===== src/sv/mmpa_pkg.sv =====
package mmpa_pkg;

    // Store geometry
    localparam int MAX_DIM   = 32;
    localparam int DEPTH     = MAX_DIM * MAX_DIM;
    localparam int AW        = $clog2(DEPTH);
    localparam int DW        = $clog2(MAX_DIM + 1);

    // Fixed field widths
    localparam int ELEM_W    = 16;
    localparam int ACC_W     = 32;
    localparam int CFG_W     = 6;
    localparam int CFG_IDX_W = 2;
    localparam int OP_W      = 3;
    localparam int IDX_W     = 5;

    // Command codes
    localparam logic [OP_W-1:0] OP_WR_A    = 3'd0;
    localparam logic [OP_W-1:0] OP_WR_B    = 3'd1;
    localparam logic [OP_W-1:0] OP_CLR_C   = 3'd2;
    localparam logic [OP_W-1:0] OP_COMPUTE = 3'd3;
    localparam logic [OP_W-1:0] OP_RD_C    = 3'd4;

    // Configuration register indexes
    localparam logic [CFG_IDX_W-1:0] CFG_ROWS_A   = 2'd0;
    localparam logic [CFG_IDX_W-1:0] CFG_COLS_B   = 2'd1;
    localparam logic [CFG_IDX_W-1:0] CFG_K_START  = 2'd2;
    localparam logic [CFG_IDX_W-1:0] CFG_K_END    = 2'd3;

    // Result kinds
    localparam logic KIND_RDATA = 1'b0;
    localparam logic KIND_DONE  = 1'b1;

    typedef enum logic [2:0] {
        S_CLEAR,
        S_IDLE,
        S_READ,
        S_DOT,
        S_DRAIN,
        S_DONE
    } t_state;

    // Decoded input item
    typedef struct packed {
        logic [OP_W-1:0] op;
        logic [AW-1:0]   addr;
        logic            ok;
    } t_cmd;

    // Saturated sizes
    typedef struct packed {
        logic [DW-1:0] rows;
        logic [DW-1:0] cols;
        logic [DW-1:0] k_start;
        logic [DW-1:0] k_end;
    } t_dims;

    // Sequencer controls towards stores, MAC unit and output register
    typedef struct packed {
        logic          a_re;
        logic [AW-1:0] a_addr;
        logic [AW-1:0] b_addr;
        logic          c_re;
        logic [AW-1:0] c_raddr;
        logic          c_we;
        logic [AW-1:0] c_waddr;
        logic          c_wzero;
        logic          mac_en;
        logic          mac_acc;
        logic          mac_clr;
        logic          out_load;
        logic          out_kind;
        logic          out_zero;
    } t_ctl;

    function automatic logic [DW-1:0] sat_dim(input logic [CFG_W-1:0] v);
        if (32'(v) > 32'(MAX_DIM)) begin
            return DW'(MAX_DIM);
        end
        return DW'(v);
    endfunction

    function automatic logic [AW-1:0] mat_addr(input logic [31:0] r, input logic [31:0] c);
        return AW'(r * 32'(MAX_DIM) + c);
    endfunction

endpackage


===== src/sv/mmpa_mac.sv =====
module mmpa_mac
    import mmpa_pkg::*;
(
    input  logic                     i_clk,
    input  logic signed [ELEM_W-1:0] i_a,
    input  logic signed [ELEM_W-1:0] i_b,
    input  logic                     i_en,
    input  logic                     i_acc,
    input  logic                     i_clr,
    input  logic        [ACC_W-1:0]  i_c_old,
    output logic        [ACC_W-1:0]  o_sum
);

    logic signed [ACC_W-1:0] r_prod;
    logic        [ACC_W-1:0] r_acc;

    // Product stage, then wrapping accumulate
    always_ff @(posedge i_clk) begin
        if (i_en) begin
            r_prod <= ACC_W'(i_a) * ACC_W'(i_b);
        end
        if (i_clr) begin
            r_acc <= '0;
        end else if (i_acc) begin
            r_acc <= r_acc + $unsigned(r_prod);
        end
    end

    // Old accumulator element plus partial dot product
    assign o_sum = i_c_old + r_acc;

endmodule


===== config.mk =====
export PLATFORM = sky130hd
export DESIGN_NAME = mmpa_mac
export DESIGN_NICKNAME = d
export VERILOG_FILES = /design/src/sv/mmpa_pkg.sv /design/src/sv/mmpa_mac.sv
export SDC_FILE = /design/constraint.sdc
export NUM_CORES = 1
export LEC_CHECK = 0
export ABC_AREA = 1
export BUFFER_PORTS_ARGS = -buffer_cell sky130_fd_sc_hd__buf_4
export CORE_ASPECT_RATIO = 2
export CORE_MARGIN = 3
export CORE_UTILIZATION = 66
export DETAILED_ROUTE_END_ITERATION = 6
export GPL_TIMING_DRIVEN = 0
export PLACE_DENSITY = 0.86
export SETUP_SLACK_MARGIN = 0.05
export SKIP_CTS_REPAIR_TIMING = 1
export SYNTH_ARGS = -nofsm -noshare
export SYNTH_HDL_FRONTEND = slang
export SYNTH_SLANG_ARGS = --single-unit

===== constraint.sdc =====
create_clock -name i_clk -period 11.69 [get_ports i_clk]
set_clock_uncertainty 0.2 [all_clocks]
set_input_delay 0.5845 -clock i_clk [delete_from_list [all_inputs] [get_ports i_clk]]
set_output_delay 0.5845 -clock i_clk [all_outputs]
set_load 0.05 [all_outputs]

==> impl_metrics.py <==
metrics = {
    "outcome": {
        "outcome": "finished with violations",
        "violations": "design-rule violations",
    },
    "critical_path": {
        "arrival_ns": 6.93,
        "end_kind": "flip-flop",
        "startpoint_type": "primary input",
        "worstPathRequired_ns": 11.60,
        "r2r_cells": 8,
        "critical_path_class": "in -> reg",
        "cp_max_fo": 10,
    },
    "cts": {
        "cts_buffers": 9,
        "cts-root-buf": "clkbuf_16",
        "numClockSinks": 64,
        "clkTransAtPathRegs_ns": 0.06,
        "tritoncts": "done",
        "clockBufferDepth": 2,
        "clk_latency_ns": 0.36,
        "htreeDepth": 3,
    },
    "timing": {
        "setup_viol": 0,
        "whs_ns": 0.336,
        "worst_pin_slew_ns": 1.16,
        "hold_violations": 0,
        "rsz0062_at_grt": "false",
        "relSlewSlack": 0.223,
        "layout_worst_path_cycle_share": 0.601,
        "slew_viol_final": 0,
        "fmax_mhz": 142,
        "final.setup.tns_ns": 0,
        "period_minus_slack_ns": 7.02,
    },
    "routing": {
        "ant_nets": 0,
        "totalWireLength_um": 59400,
        "drt_iter0_drc": 925,
        "dr_total_vias": 15600,
        "vias_per_cell": 5.75,
        "wire_per_inst_um": 21.8,
        "dr.pass1.iters": 7,
        "drc": 10,
    },
    "global_route": {
        "gr-total-overflow": 0,
        "grt_max_degree": 33,
        "antenna_found_initial": 1,
        "grt_pass1_wl_um": 90800,
        "grt_usage": 0.448,
        "grt_pass1_vias": 17400,
    },
    "cells_and_area": {
        "fin_cells": 2719,
        "final_common_cell": "inv_1",
        "drive_gt1_frac": 0.0528,
        "syn_to_final_growth_pct": 7.50,
        "layout_common_cells": "inv_1, nand2_1, fa_1",
        "fin_nets": 2857,
    },
    "die": {
        "rows": 81,
        "dieWidth_um": 118,
        "start_util": 0.674,
        "die_area_mm2": 0.0272,
        "die_h_um": 230,
        "io_pins": 100,
        "core_area_mm2": 0.0246,
    },
    "logic_synthesis": {
        "postSynthAreaPerCell_um2": 7.22,
        "netlist_area_mm2": 0.0166,
        "synth-main-ff-cell": "edfxtp_1",
        "ys_types": 41,
        "yosysSeqAreaShare": 0.0966,
        "synth-seq-cells": 64,
        "synth_area_leaders": "fa_1, inv_1, nand2_1",
        "synth_nets": 2773,
        "ys_warn_count": 0,
        "synthArstFlopShare": 0,
        "synth_cells": 2297,
        "yosysTopAreaCell": "fa_1",
        "synth_edf_count": 32,
        "synth_top_cell_area_share": 0.319,
    },
    "placement": {
        "portBuffers": 73,
        "hpwlAfterDp_um": 50300,
        "gp_congestion": 1.07,
        "dpl.cell_count": 2702,
    },
    "min_path": {
        "hold_depth": 2,
        "hp-class": "reg -> reg",
    },
    "run": {
        "maxCapViolCount": 0,
    },
}
==> worst max-delay path, cell delays in order <==
cell and delay (ns):
clkbuf_1 0.53, clkbuf_1 0.55, nand2_1 0.17, fa_1 0.57
inv_1 0.06, fa_1 0.50, inv_1 0.06, fa_1 0.53
inv_1 0.06, fa_1 0.41, fa_1 0.53, inv_1 0.07
fa_1 0.48, inv_1 0.04, ha_1 0.32, nand2_1 0.09
inv_1 0.06, a21boi_0 0.37, nor2_1 0.14, o21ai_0 0.47
nand3_1 0.18, nand2_1 0.09, nand2_1 0.05
==> layout make-up <==
type	count	area (µm²)
antenna	1	2.50
buffer	66	249
clock buffer	13	260
clock inverter	3	17.5
fill	2052	6800
inverter	586	2200
multi-input combinational	1581	12500
sequential	64	1600
tap	332	415
timing repair buffer	73	548
==> cell usage after synthesis, drive strengths merged, types with 6 or more instances <==
cell and instances:
inv 585, nand2 574, fa 264, nor2 180
ha 144, a21oi 102, nand3 73, o21ai 67
clkbuf 64, xor2 54, dfxtp 32, edfxtp 32
nand4 23, xnor2 20, o21bai 17, nor3 16
a21o 12, or2 7, o21a 6
==> routing by layer <==
| layer | GRT usage | part of all wire | vias to the layer above |
|---|---|---|---|
| met2 | 0.826 | 0.52 | 814 |
| met4 | 0.538 | 0.15 | 0 |
| met5 | 0 | 0 | - |
| met1 | 0.332 | 0.27 | 7355 |
| met3 | 0.103 | 0.062 | 429 |
| li1 | - | - | 7024 |
==> per-stage QoR <==
step	utilization	setup WS (ns)	cell area (µm²)
3_5_place_dp	0.713	4.47	17600
6_report	0.724	4.67	17800
3_3_place_gp	0.713	4.54	17600
5_1_grt	0.724	4.37	17800
2_1_floorplan	-	5.76	16600
4_1_cts	0.724	4.85	17800
==> logic make-up after synthesis <==
group                    after synthesis  synth area share
AND/OR/NAND/NOR                      885             0.217
buffers and inverters                652             0.148
adder cells (fa/ha/maj)              408             0.427
AO/OA/AOI/OAI                        214            0.0724
XOR/XNOR                              74            0.0391
flip-flops                            64            0.0966
==> state kept, by name, indices dropped and copies added, names as in the netlist <==
register  count
r_acc        32
r_prod       32
==> final timing paths <==
path / endpoint / slack [ns] / startpoint
max: r_prod[29] / 4.67 / i_b[7]
min: r_acc[31] / 0.34 / r_acc[31]
max reg2reg: r_acc[28] / 8.53 / r_prod[23]
min reg2reg: r_acc[31] / 0.34 / r_acc[31]
Power is not shown: default switching activity piles up to over one toggle a cycle in this logic, so the estimate is an artifact.
