## src/sv/mmpa_pkg.sv

```systemverilog
package mmpa_pkg;

    // Store geometry
    localparam int MAX_DIM   = 32;
    localparam int DEPTH     = MAX_DIM * MAX_DIM;
    localparam int AW        = $clog2(DEPTH);
    localparam int DW        = $clog2(MAX_DIM + 1);

    // Fixed field widths
    localparam int ELEM_W    = 16;
    localparam int ACC_W     = 32;
    localparam int CFG_W     = 6;
    localparam int CFG_IDX_W = 2;
    localparam int OP_W      = 3;
    localparam int IDX_W     = 5;

    // Command codes
    localparam logic [OP_W-1:0] OP_WR_A    = 3'd0;
    localparam logic [OP_W-1:0] OP_WR_B    = 3'd1;
    localparam logic [OP_W-1:0] OP_CLR_C   = 3'd2;
    localparam logic [OP_W-1:0] OP_COMPUTE = 3'd3;
    localparam logic [OP_W-1:0] OP_RD_C    = 3'd4;

    // Configuration register indexes
    localparam logic [CFG_IDX_W-1:0] CFG_ROWS_A   = 2'd0;
    localparam logic [CFG_IDX_W-1:0] CFG_COLS_B   = 2'd1;
    localparam logic [CFG_IDX_W-1:0] CFG_K_START  = 2'd2;
    localparam logic [CFG_IDX_W-1:0] CFG_K_END    = 2'd3;

    // Result kinds
    localparam logic KIND_RDATA = 1'b0;
    localparam logic KIND_DONE  = 1'b1;

    typedef enum logic [2:0] {
        S_CLEAR,
        S_IDLE,
        S_READ,
        S_DOT,
        S_DRAIN,
        S_DONE
    } t_state;

    // Decoded input item
    typedef struct packed {
        logic [OP_W-1:0] op;
        logic [AW-1:0]   addr;
        logic            ok;
    } t_cmd;

    // Saturated sizes
    typedef struct packed {
        logic [DW-1:0] rows;
        logic [DW-1:0] cols;
        logic [DW-1:0] k_start;
        logic [DW-1:0] k_end;
    } t_dims;

    // Sequencer controls towards stores, MAC unit and output register
    typedef struct packed {
        logic          a_re;
        logic [AW-1:0] a_addr;
        logic [AW-1:0] b_addr;
        logic          c_re;
        logic [AW-1:0] c_raddr;
        logic          c_we;
        logic [AW-1:0] c_waddr;
        logic          c_wzero;
        logic          mac_en;
        logic          mac_acc;
        logic          mac_clr;
        logic          out_load;
        logic          out_kind;
        logic          out_zero;
    } t_ctl;

    function automatic logic [DW-1:0] sat_dim(input logic [CFG_W-1:0] v);
        if (32'(v) > 32'(MAX_DIM)) begin
            return DW'(MAX_DIM);
        end
        return DW'(v);
    endfunction

    function automatic logic [AW-1:0] mat_addr(input logic [31:0] r, input logic [31:0] c);
        return AW'(r * 32'(MAX_DIM) + c);
    endfunction

endpackage

```

## src/sv/mmpa_seq.sv

```systemverilog
module mmpa_seq
    import mmpa_pkg::*;
(
    input  logic   i_clk,
    input  logic   i_rst_n,
    input  logic   i_start,
    input  t_cmd   i_cmd,
    input  t_dims  i_dims,
    input  logic   i_out_free,
    output logic   o_busy,
    output t_state o_state,
    output t_ctl   o_ctl
);

    t_state        r_state, n_state;
    logic [DW-1:0] r_i, n_i;
    logic [DW-1:0] r_j, n_j;
    logic [DW-1:0] r_k, n_k;
    logic [AW-1:0] r_clr, n_clr;
    logic          r_v1, n_v1;
    logic          r_v2, n_v2;
    logic          r_rd_ok, n_rd_ok;
    logic [DW-1:0] w_k_inc;
    logic          w_empty;

    assign w_k_inc = r_k + DW'(1);
    assign w_empty = (i_dims.rows == '0) || (i_dims.cols == '0) ||
                     (i_dims.k_start >= i_dims.k_end);

    // State and loop counters
    always_ff @(posedge i_clk) begin
        if (!i_rst_n) begin
            r_state <= S_CLEAR;
            r_i     <= '0;
            r_j     <= '0;
            r_k     <= '0;
            r_clr   <= '0;
            r_v1    <= 1'b0;
            r_v2    <= 1'b0;
            r_rd_ok <= 1'b0;
        end else begin
            r_state <= n_state;
            r_i     <= n_i;
            r_j     <= n_j;
            r_k     <= n_k;
            r_clr   <= n_clr;
            r_v1    <= n_v1;
            r_v2    <= n_v2;
            r_rd_ok <= n_rd_ok;
        end
    end

    // Next state and controls
    always_comb begin
        n_state = r_state;
        n_i     = r_i;
        n_j     = r_j;
        n_k     = r_k;
        n_clr   = r_clr;
        n_rd_ok = r_rd_ok;
        n_v1    = 1'b0;
        n_v2    = r_v1;
        o_ctl          = '0;
        o_ctl.a_addr   = mat_addr(32'(r_i), 32'(r_k));
        o_ctl.b_addr   = mat_addr(32'(r_k), 32'(r_j));
        o_ctl.c_raddr  = mat_addr(32'(r_i), 32'(r_j));
        o_ctl.c_waddr  = mat_addr(32'(r_i), 32'(r_j));
        o_ctl.mac_en   = r_v1;
        o_ctl.mac_acc  = r_v2;
        unique case (r_state)
            S_CLEAR: begin
                // one zero write per cycle over the whole accumulator
                o_ctl.c_we    = 1'b1;
                o_ctl.c_wzero = 1'b1;
                o_ctl.c_waddr = r_clr;
                if (r_clr == AW'(DEPTH - 1)) begin
                    n_state = S_IDLE;
                end else begin
                    n_clr = r_clr + AW'(1);
                end
            end
            S_IDLE: begin
                if (i_start) begin
                    unique case (i_cmd.op)
                        OP_CLR_C: begin
                            n_clr   = '0;
                            n_state = S_CLEAR;
                        end
                        OP_COMPUTE: begin
                            n_i           = '0;
                            n_j           = '0;
                            n_k           = i_dims.k_start;
                            o_ctl.mac_clr = 1'b1;
                            n_state       = w_empty ? S_DONE : S_DOT;
                        end
                        OP_RD_C: begin
                            o_ctl.c_re    = 1'b1;
                            o_ctl.c_raddr = i_cmd.addr;
                            n_rd_ok       = i_cmd.ok;
                            n_state       = S_READ;
                        end
                        default: begin
                        end
                    endcase
                end
            end
            S_READ: begin
                if (i_out_free) begin
                    o_ctl.out_load = 1'b1;
                    o_ctl.out_kind = KIND_RDATA;
                    o_ctl.out_zero = !r_rd_ok;
                    n_state        = S_IDLE;
                end
            end
            S_DOT: begin
                // issue one A/B operand pair per cycle; old C read on first step
                o_ctl.a_re = 1'b1;
                n_v1       = 1'b1;
                if (r_k == i_dims.k_start) begin
                    o_ctl.c_re = 1'b1;
                end
                if (w_k_inc == i_dims.k_end) begin
                    n_state = S_DRAIN;
                end else begin
                    n_k = w_k_inc;
                end
            end
            S_DRAIN: begin
                // pipeline empty: write back and step to next position
                if (!r_v1 && !r_v2) begin
                    o_ctl.c_we    = 1'b1;
                    o_ctl.mac_clr = 1'b1;
                    n_k           = i_dims.k_start;
                    n_state       = S_DOT;
                    if (DW'(r_j + DW'(1)) == i_dims.cols) begin
                        n_j = '0;
                        if (DW'(r_i + DW'(1)) == i_dims.rows) begin
                            n_state = S_DONE;
                        end else begin
                            n_i = r_i + DW'(1);
                        end
                    end else begin
                        n_j = r_j + DW'(1);
                    end
                end
            end
            S_DONE: begin
                if (i_out_free) begin
                    o_ctl.out_load = 1'b1;
                    o_ctl.out_kind = KIND_DONE;
                    o_ctl.out_zero = 1'b1;
                    n_state        = S_IDLE;
                end
            end
            default: begin
                n_state = S_IDLE;
            end
        endcase
    end

    assign o_busy  = (r_state != S_IDLE);
    assign o_state = r_state;

endmodule

```

## config.mk

```make
export PLATFORM = sky130hd
export DESIGN_NAME = mmpa_seq
export DESIGN_NICKNAME = d
export VERILOG_FILES = /design/src/sv/mmpa_pkg.sv /design/src/sv/mmpa_seq.sv
export SDC_FILE = /design/constraint.sdc
export NUM_CORES = 1
export LEC_CHECK = 0
export BUFFER_PORTS_ARGS = -buffer_cell sky130_fd_sc_hd__clkbuf_2
export CORE_MARGIN = 2
export CORE_UTILIZATION = 40
export CTS_CLUSTER_DIAMETER = 150
export DETAILED_ROUTE_END_ITERATION = 12
export GPL_TIMING_DRIVEN = 0
export PLACE_DENSITY = 0.68
export SYNTH_ARGS = -nofsm -noshare
export SYNTH_HDL_FRONTEND = slang
export SYNTH_SLANG_ARGS = --single-unit
```

## constraint.sdc

```tcl
create_clock -name i_clk -period 2.25 [get_ports i_clk]
set_input_delay 0.45 -clock i_clk [delete_from_list [all_inputs] [get_ports i_clk]]
set_output_delay 0.45 -clock i_clk [all_outputs]
set_load 0.05 [all_outputs]
```

==> out/qor.csv <==
metric,value,unit
n_antenna_cell,0,
crit_path_frequent_cell,clkbuf_16,
cts-root-buf,clkbuf_8,
violations,negative setup slack,
p_total,1.37,mW
hold_end,r_rd_ok,
fin_area,4520,um2
ys_async_sr_fraction,0,%
rows,31,
timing.rr.end,o_state[1],
die_area,8130,um2
relSlewSlack,60.3,%
grt_pass1_vias,3044,
avgSynthCellArea,7.69,um2
rsz0062_at_grt,true,
power_frac_comb,13.6,%
cp_max_fo,5,
die_h,90.2,um
drtAntennaViolNets,0,
ios,96,
clk_pin_slew,80,ps
synth.net_count,444,
cp-end-kind,primary output,
hold_violations,0,
ctsHoldBuffers,0,
max_stage_delay,340,ps
seqPwrFrac,43.9,%
ir_drop,0.203,mV
worstHoldPathType,in -> reg,
final_util,62.6,%
clock_path_buffers,2,
ys_types,58,
fp.coreArea,7210,um2
ys.warnings.count,0,
drtIter0Drc,151,
setup_viol,1,
p_int,1.00,mW
fin_worst_skew,13.5,ps
clock.fmax,443,MHz
vias,3294,
htree_levels,2,
numCtsBuffers,5,
start_util,41.2,%
grt_use_total,21.3,%
arrival,1810,ps
synth-main-ff-cell,dfxtp_1,
finalMaxSlewViolations,0,
synth_edf_count,0,
drc,0,
area_growth,52.2,%
crit_chain,buf_8 > nor3b_4 > nand3_4 > clkbuf_16 > mux2_4 > clkbuf_16,
syn_area,2970,um2
reg2reg_slack,20,ps
grt_pass1_wl,14.4,mm
insertion_delay,300,ps
seq_area_frac_synth,22.9,%
hp-start,i_cmd[0],
cts_tree,done,
drive_above_1_share,46.2,%
grt-ovfl-total,0,
viasPerCell,5.33,
fin_crit,2260,ps
crit_slowest_cell,dfxtp_2,
power.density,303,nW/um2
grt_max_degree,13,
routabilityCongestion,0.897,
pwr-share-clk,42.6,%
routedWlPerCell,14.9,um
swShare,26.6,%
fillers,633,
timing.rr.start,r_k[0],
dp_hpwl,6.45,mm
final_nets,576,
p_leak,2.05,nW
fp.dieW,90.2,um
crit_type,reg -> out,
ys_ff_latch,34,
rr_worst_depth,9,
drv_cap,0,
setup_ws,-5.54,ps
p_sw,0.363,mW
syn_inst,386,
worst_pin_slew,596,ps
clock_sinks,34,
portBuffers,95,
hold_depth,3,
crit_required,1800,ps
wirelength,9.20,mm
place_area,3700,um2
first_pass_iters,5,
status,"finished, violations left",
cp-start-kind,register,
period_share,100,%
grt_antenna_before_repair,0,
critical path, delay by kind of cell (launching register included):
family / cells / cell delay [ps]
AND/OR/NAND/NOR: 2 / 370
buffers and inverters: 3 / 490
multiplexers: 1 / 300
flip-flops: 1 / 340
flip-flops by register name, indices dropped and copies added (netlist names):
register / count
r_clr: 10
r_i: 6
r_j: 6
r_k: 6
o_state: 3
n_v2: 1
r_rd_ok: 1
r_v2: 1
routing by layer:
| metal | vias up | global-route usage, % | wire, um |
|---|---|---|---|
| li1 | 1618 | - | - |
| met1 | 1551 | 28.2 | 4040 |
| met2 | 106 | 36.1 | 4540 |
| met3 | 19 | 3.10 | 389 |
| met4 | 0 | 6.28 | 233 |
| met5 | - | 0 | 0 |
cell usage in the layout, fill, tap and decap left out, types with 7 or more instances in the layout:
cell	synthesis	final
clkbuf_2	0	71
buf_4	14	47
nor2_1	40	40
nand2_1	42	33
xnor2_1	34	32
dfxtp_1	34	22
clkbuf_8	0	17
nand3_1	20	16
inv_1	15	14
xor2_1	15	13
clkbuf_4	0	12
o21ai_0	11	11
ha_1	16	11
nand4_1	8	8
nor3_1	8	8
dfxtp_4	0	8
nand2_2	0	7
a21oi_1	14	7
what timing repair did:
action,CTS,global route
pin swaps,9,11
gates cloned,1,0
endpoints found under the setup margin,47,39
buffers inserted,19,13
resized for setup,82,38
kinds of logic after synthesis:
family | count (synthesis) | share of synthesized area (%)
buf+inv | 49 | 8.51
mux | 11 | 4.09
xor+xnor | 49 | 14.5
flops | 34 | 22.9
compound gates | 70 | 17.7
fa+ha+maj | 16 | 6.74
simple gates | 157 | 25.6
power groups by stage:
stage	Sequential (mW)	Clock (mW)	Combinational (mW)
2_1_floorplan	0.622	0	0.0996
3_3_place_gp	0.622	0	0.170
3_5_place_dp	0.623	0	0.174
4_1_cts	0.601	0.583	0.179
5_1_grt	0.601	0.609	0.205
6_report	0.600	0.582	0.185
metrics by stage:
stage / cells / hold WS (ps) / TNS [ps] / setup slack (ps)
2_1_floorplan: 386 / 458 / -228 / -59.0
3_3_place_gp: 580 / 474 / -6560 / -354
3_5_place_dp: 580 / 493 / -7090 / -359
4_1_cts: 607 / 390 / -26.9 / -25.5
5_1_grt: 618 / 430 / -660 / -68.3
6_report: 618 / 385 / -5.54 / -5.54
Yosys cell counts, types with 3 or more instances:
master,n,area (um2)
a21oi_1,14,70.1
a22oi_1,4,30.0
a31oi_1,4,25.0
and2_1,6,37.5
and3_1,6,37.5
buf_2,7,35.0
buf_4,14,105
clkbuf_1,11,41.3
dfxtp_1,34,681
ha_1,16,200
inv_1,15,56.3
mux2_2,8,90.1
nand2_1,42,158
nand3_1,20,100
nand4_1,8,50.1
nor2_1,40,150
nor2b_1,5,31.3
nor3_1,8,40.0
nor3b_1,6,45.0
nor4_1,4,25.0
o211a_1,3,30.0
o211ai_1,3,22.5
o21ai_0,11,55.1
o221a_2,3,33.8
or3_1,5,31.3
xnor2_1,34,298
xor2_1,15,131
worst max path at each step:
stage / slack (ps) / start / endpoint / cells past startpoint
after CTS: -30 / o_state[1] / o_ctl[3] / 5
final: -6 / o_state[2] / o_ctl[24] / 6
after detailed placement: -360 / i_cmd[11] / o_ctl[23] / 6
after global routing: -70 / o_state[0] / o_ctl[24] / 6
after floorplan: -60 / o_state[1] / o_ctl[28] / 3
after global placement: -350 / i_cmd[11] / o_ctl[23] / 6
area by class of cell:
| class | count | area (um2) | area share (%) |
|---|---|---|---|
| plain buffers | 30 | 251 | 5.57 |
| repair buffers | 128 | 893 | 19.8 |
| clock buffers | 5 | 68.8 | 1.52 |
| inverters | 16 | 61.3 | 1.36 |
| clock inverters | 3 | 45.0 | 0.997 |
| flip-flops and latches | 34 | 716 | 15.8 |
| well taps | 99 | 124 | 2.74 |
| multi-input cells | 303 | 2360 | 52.2 |
Power figures use the tool's default switching activity.
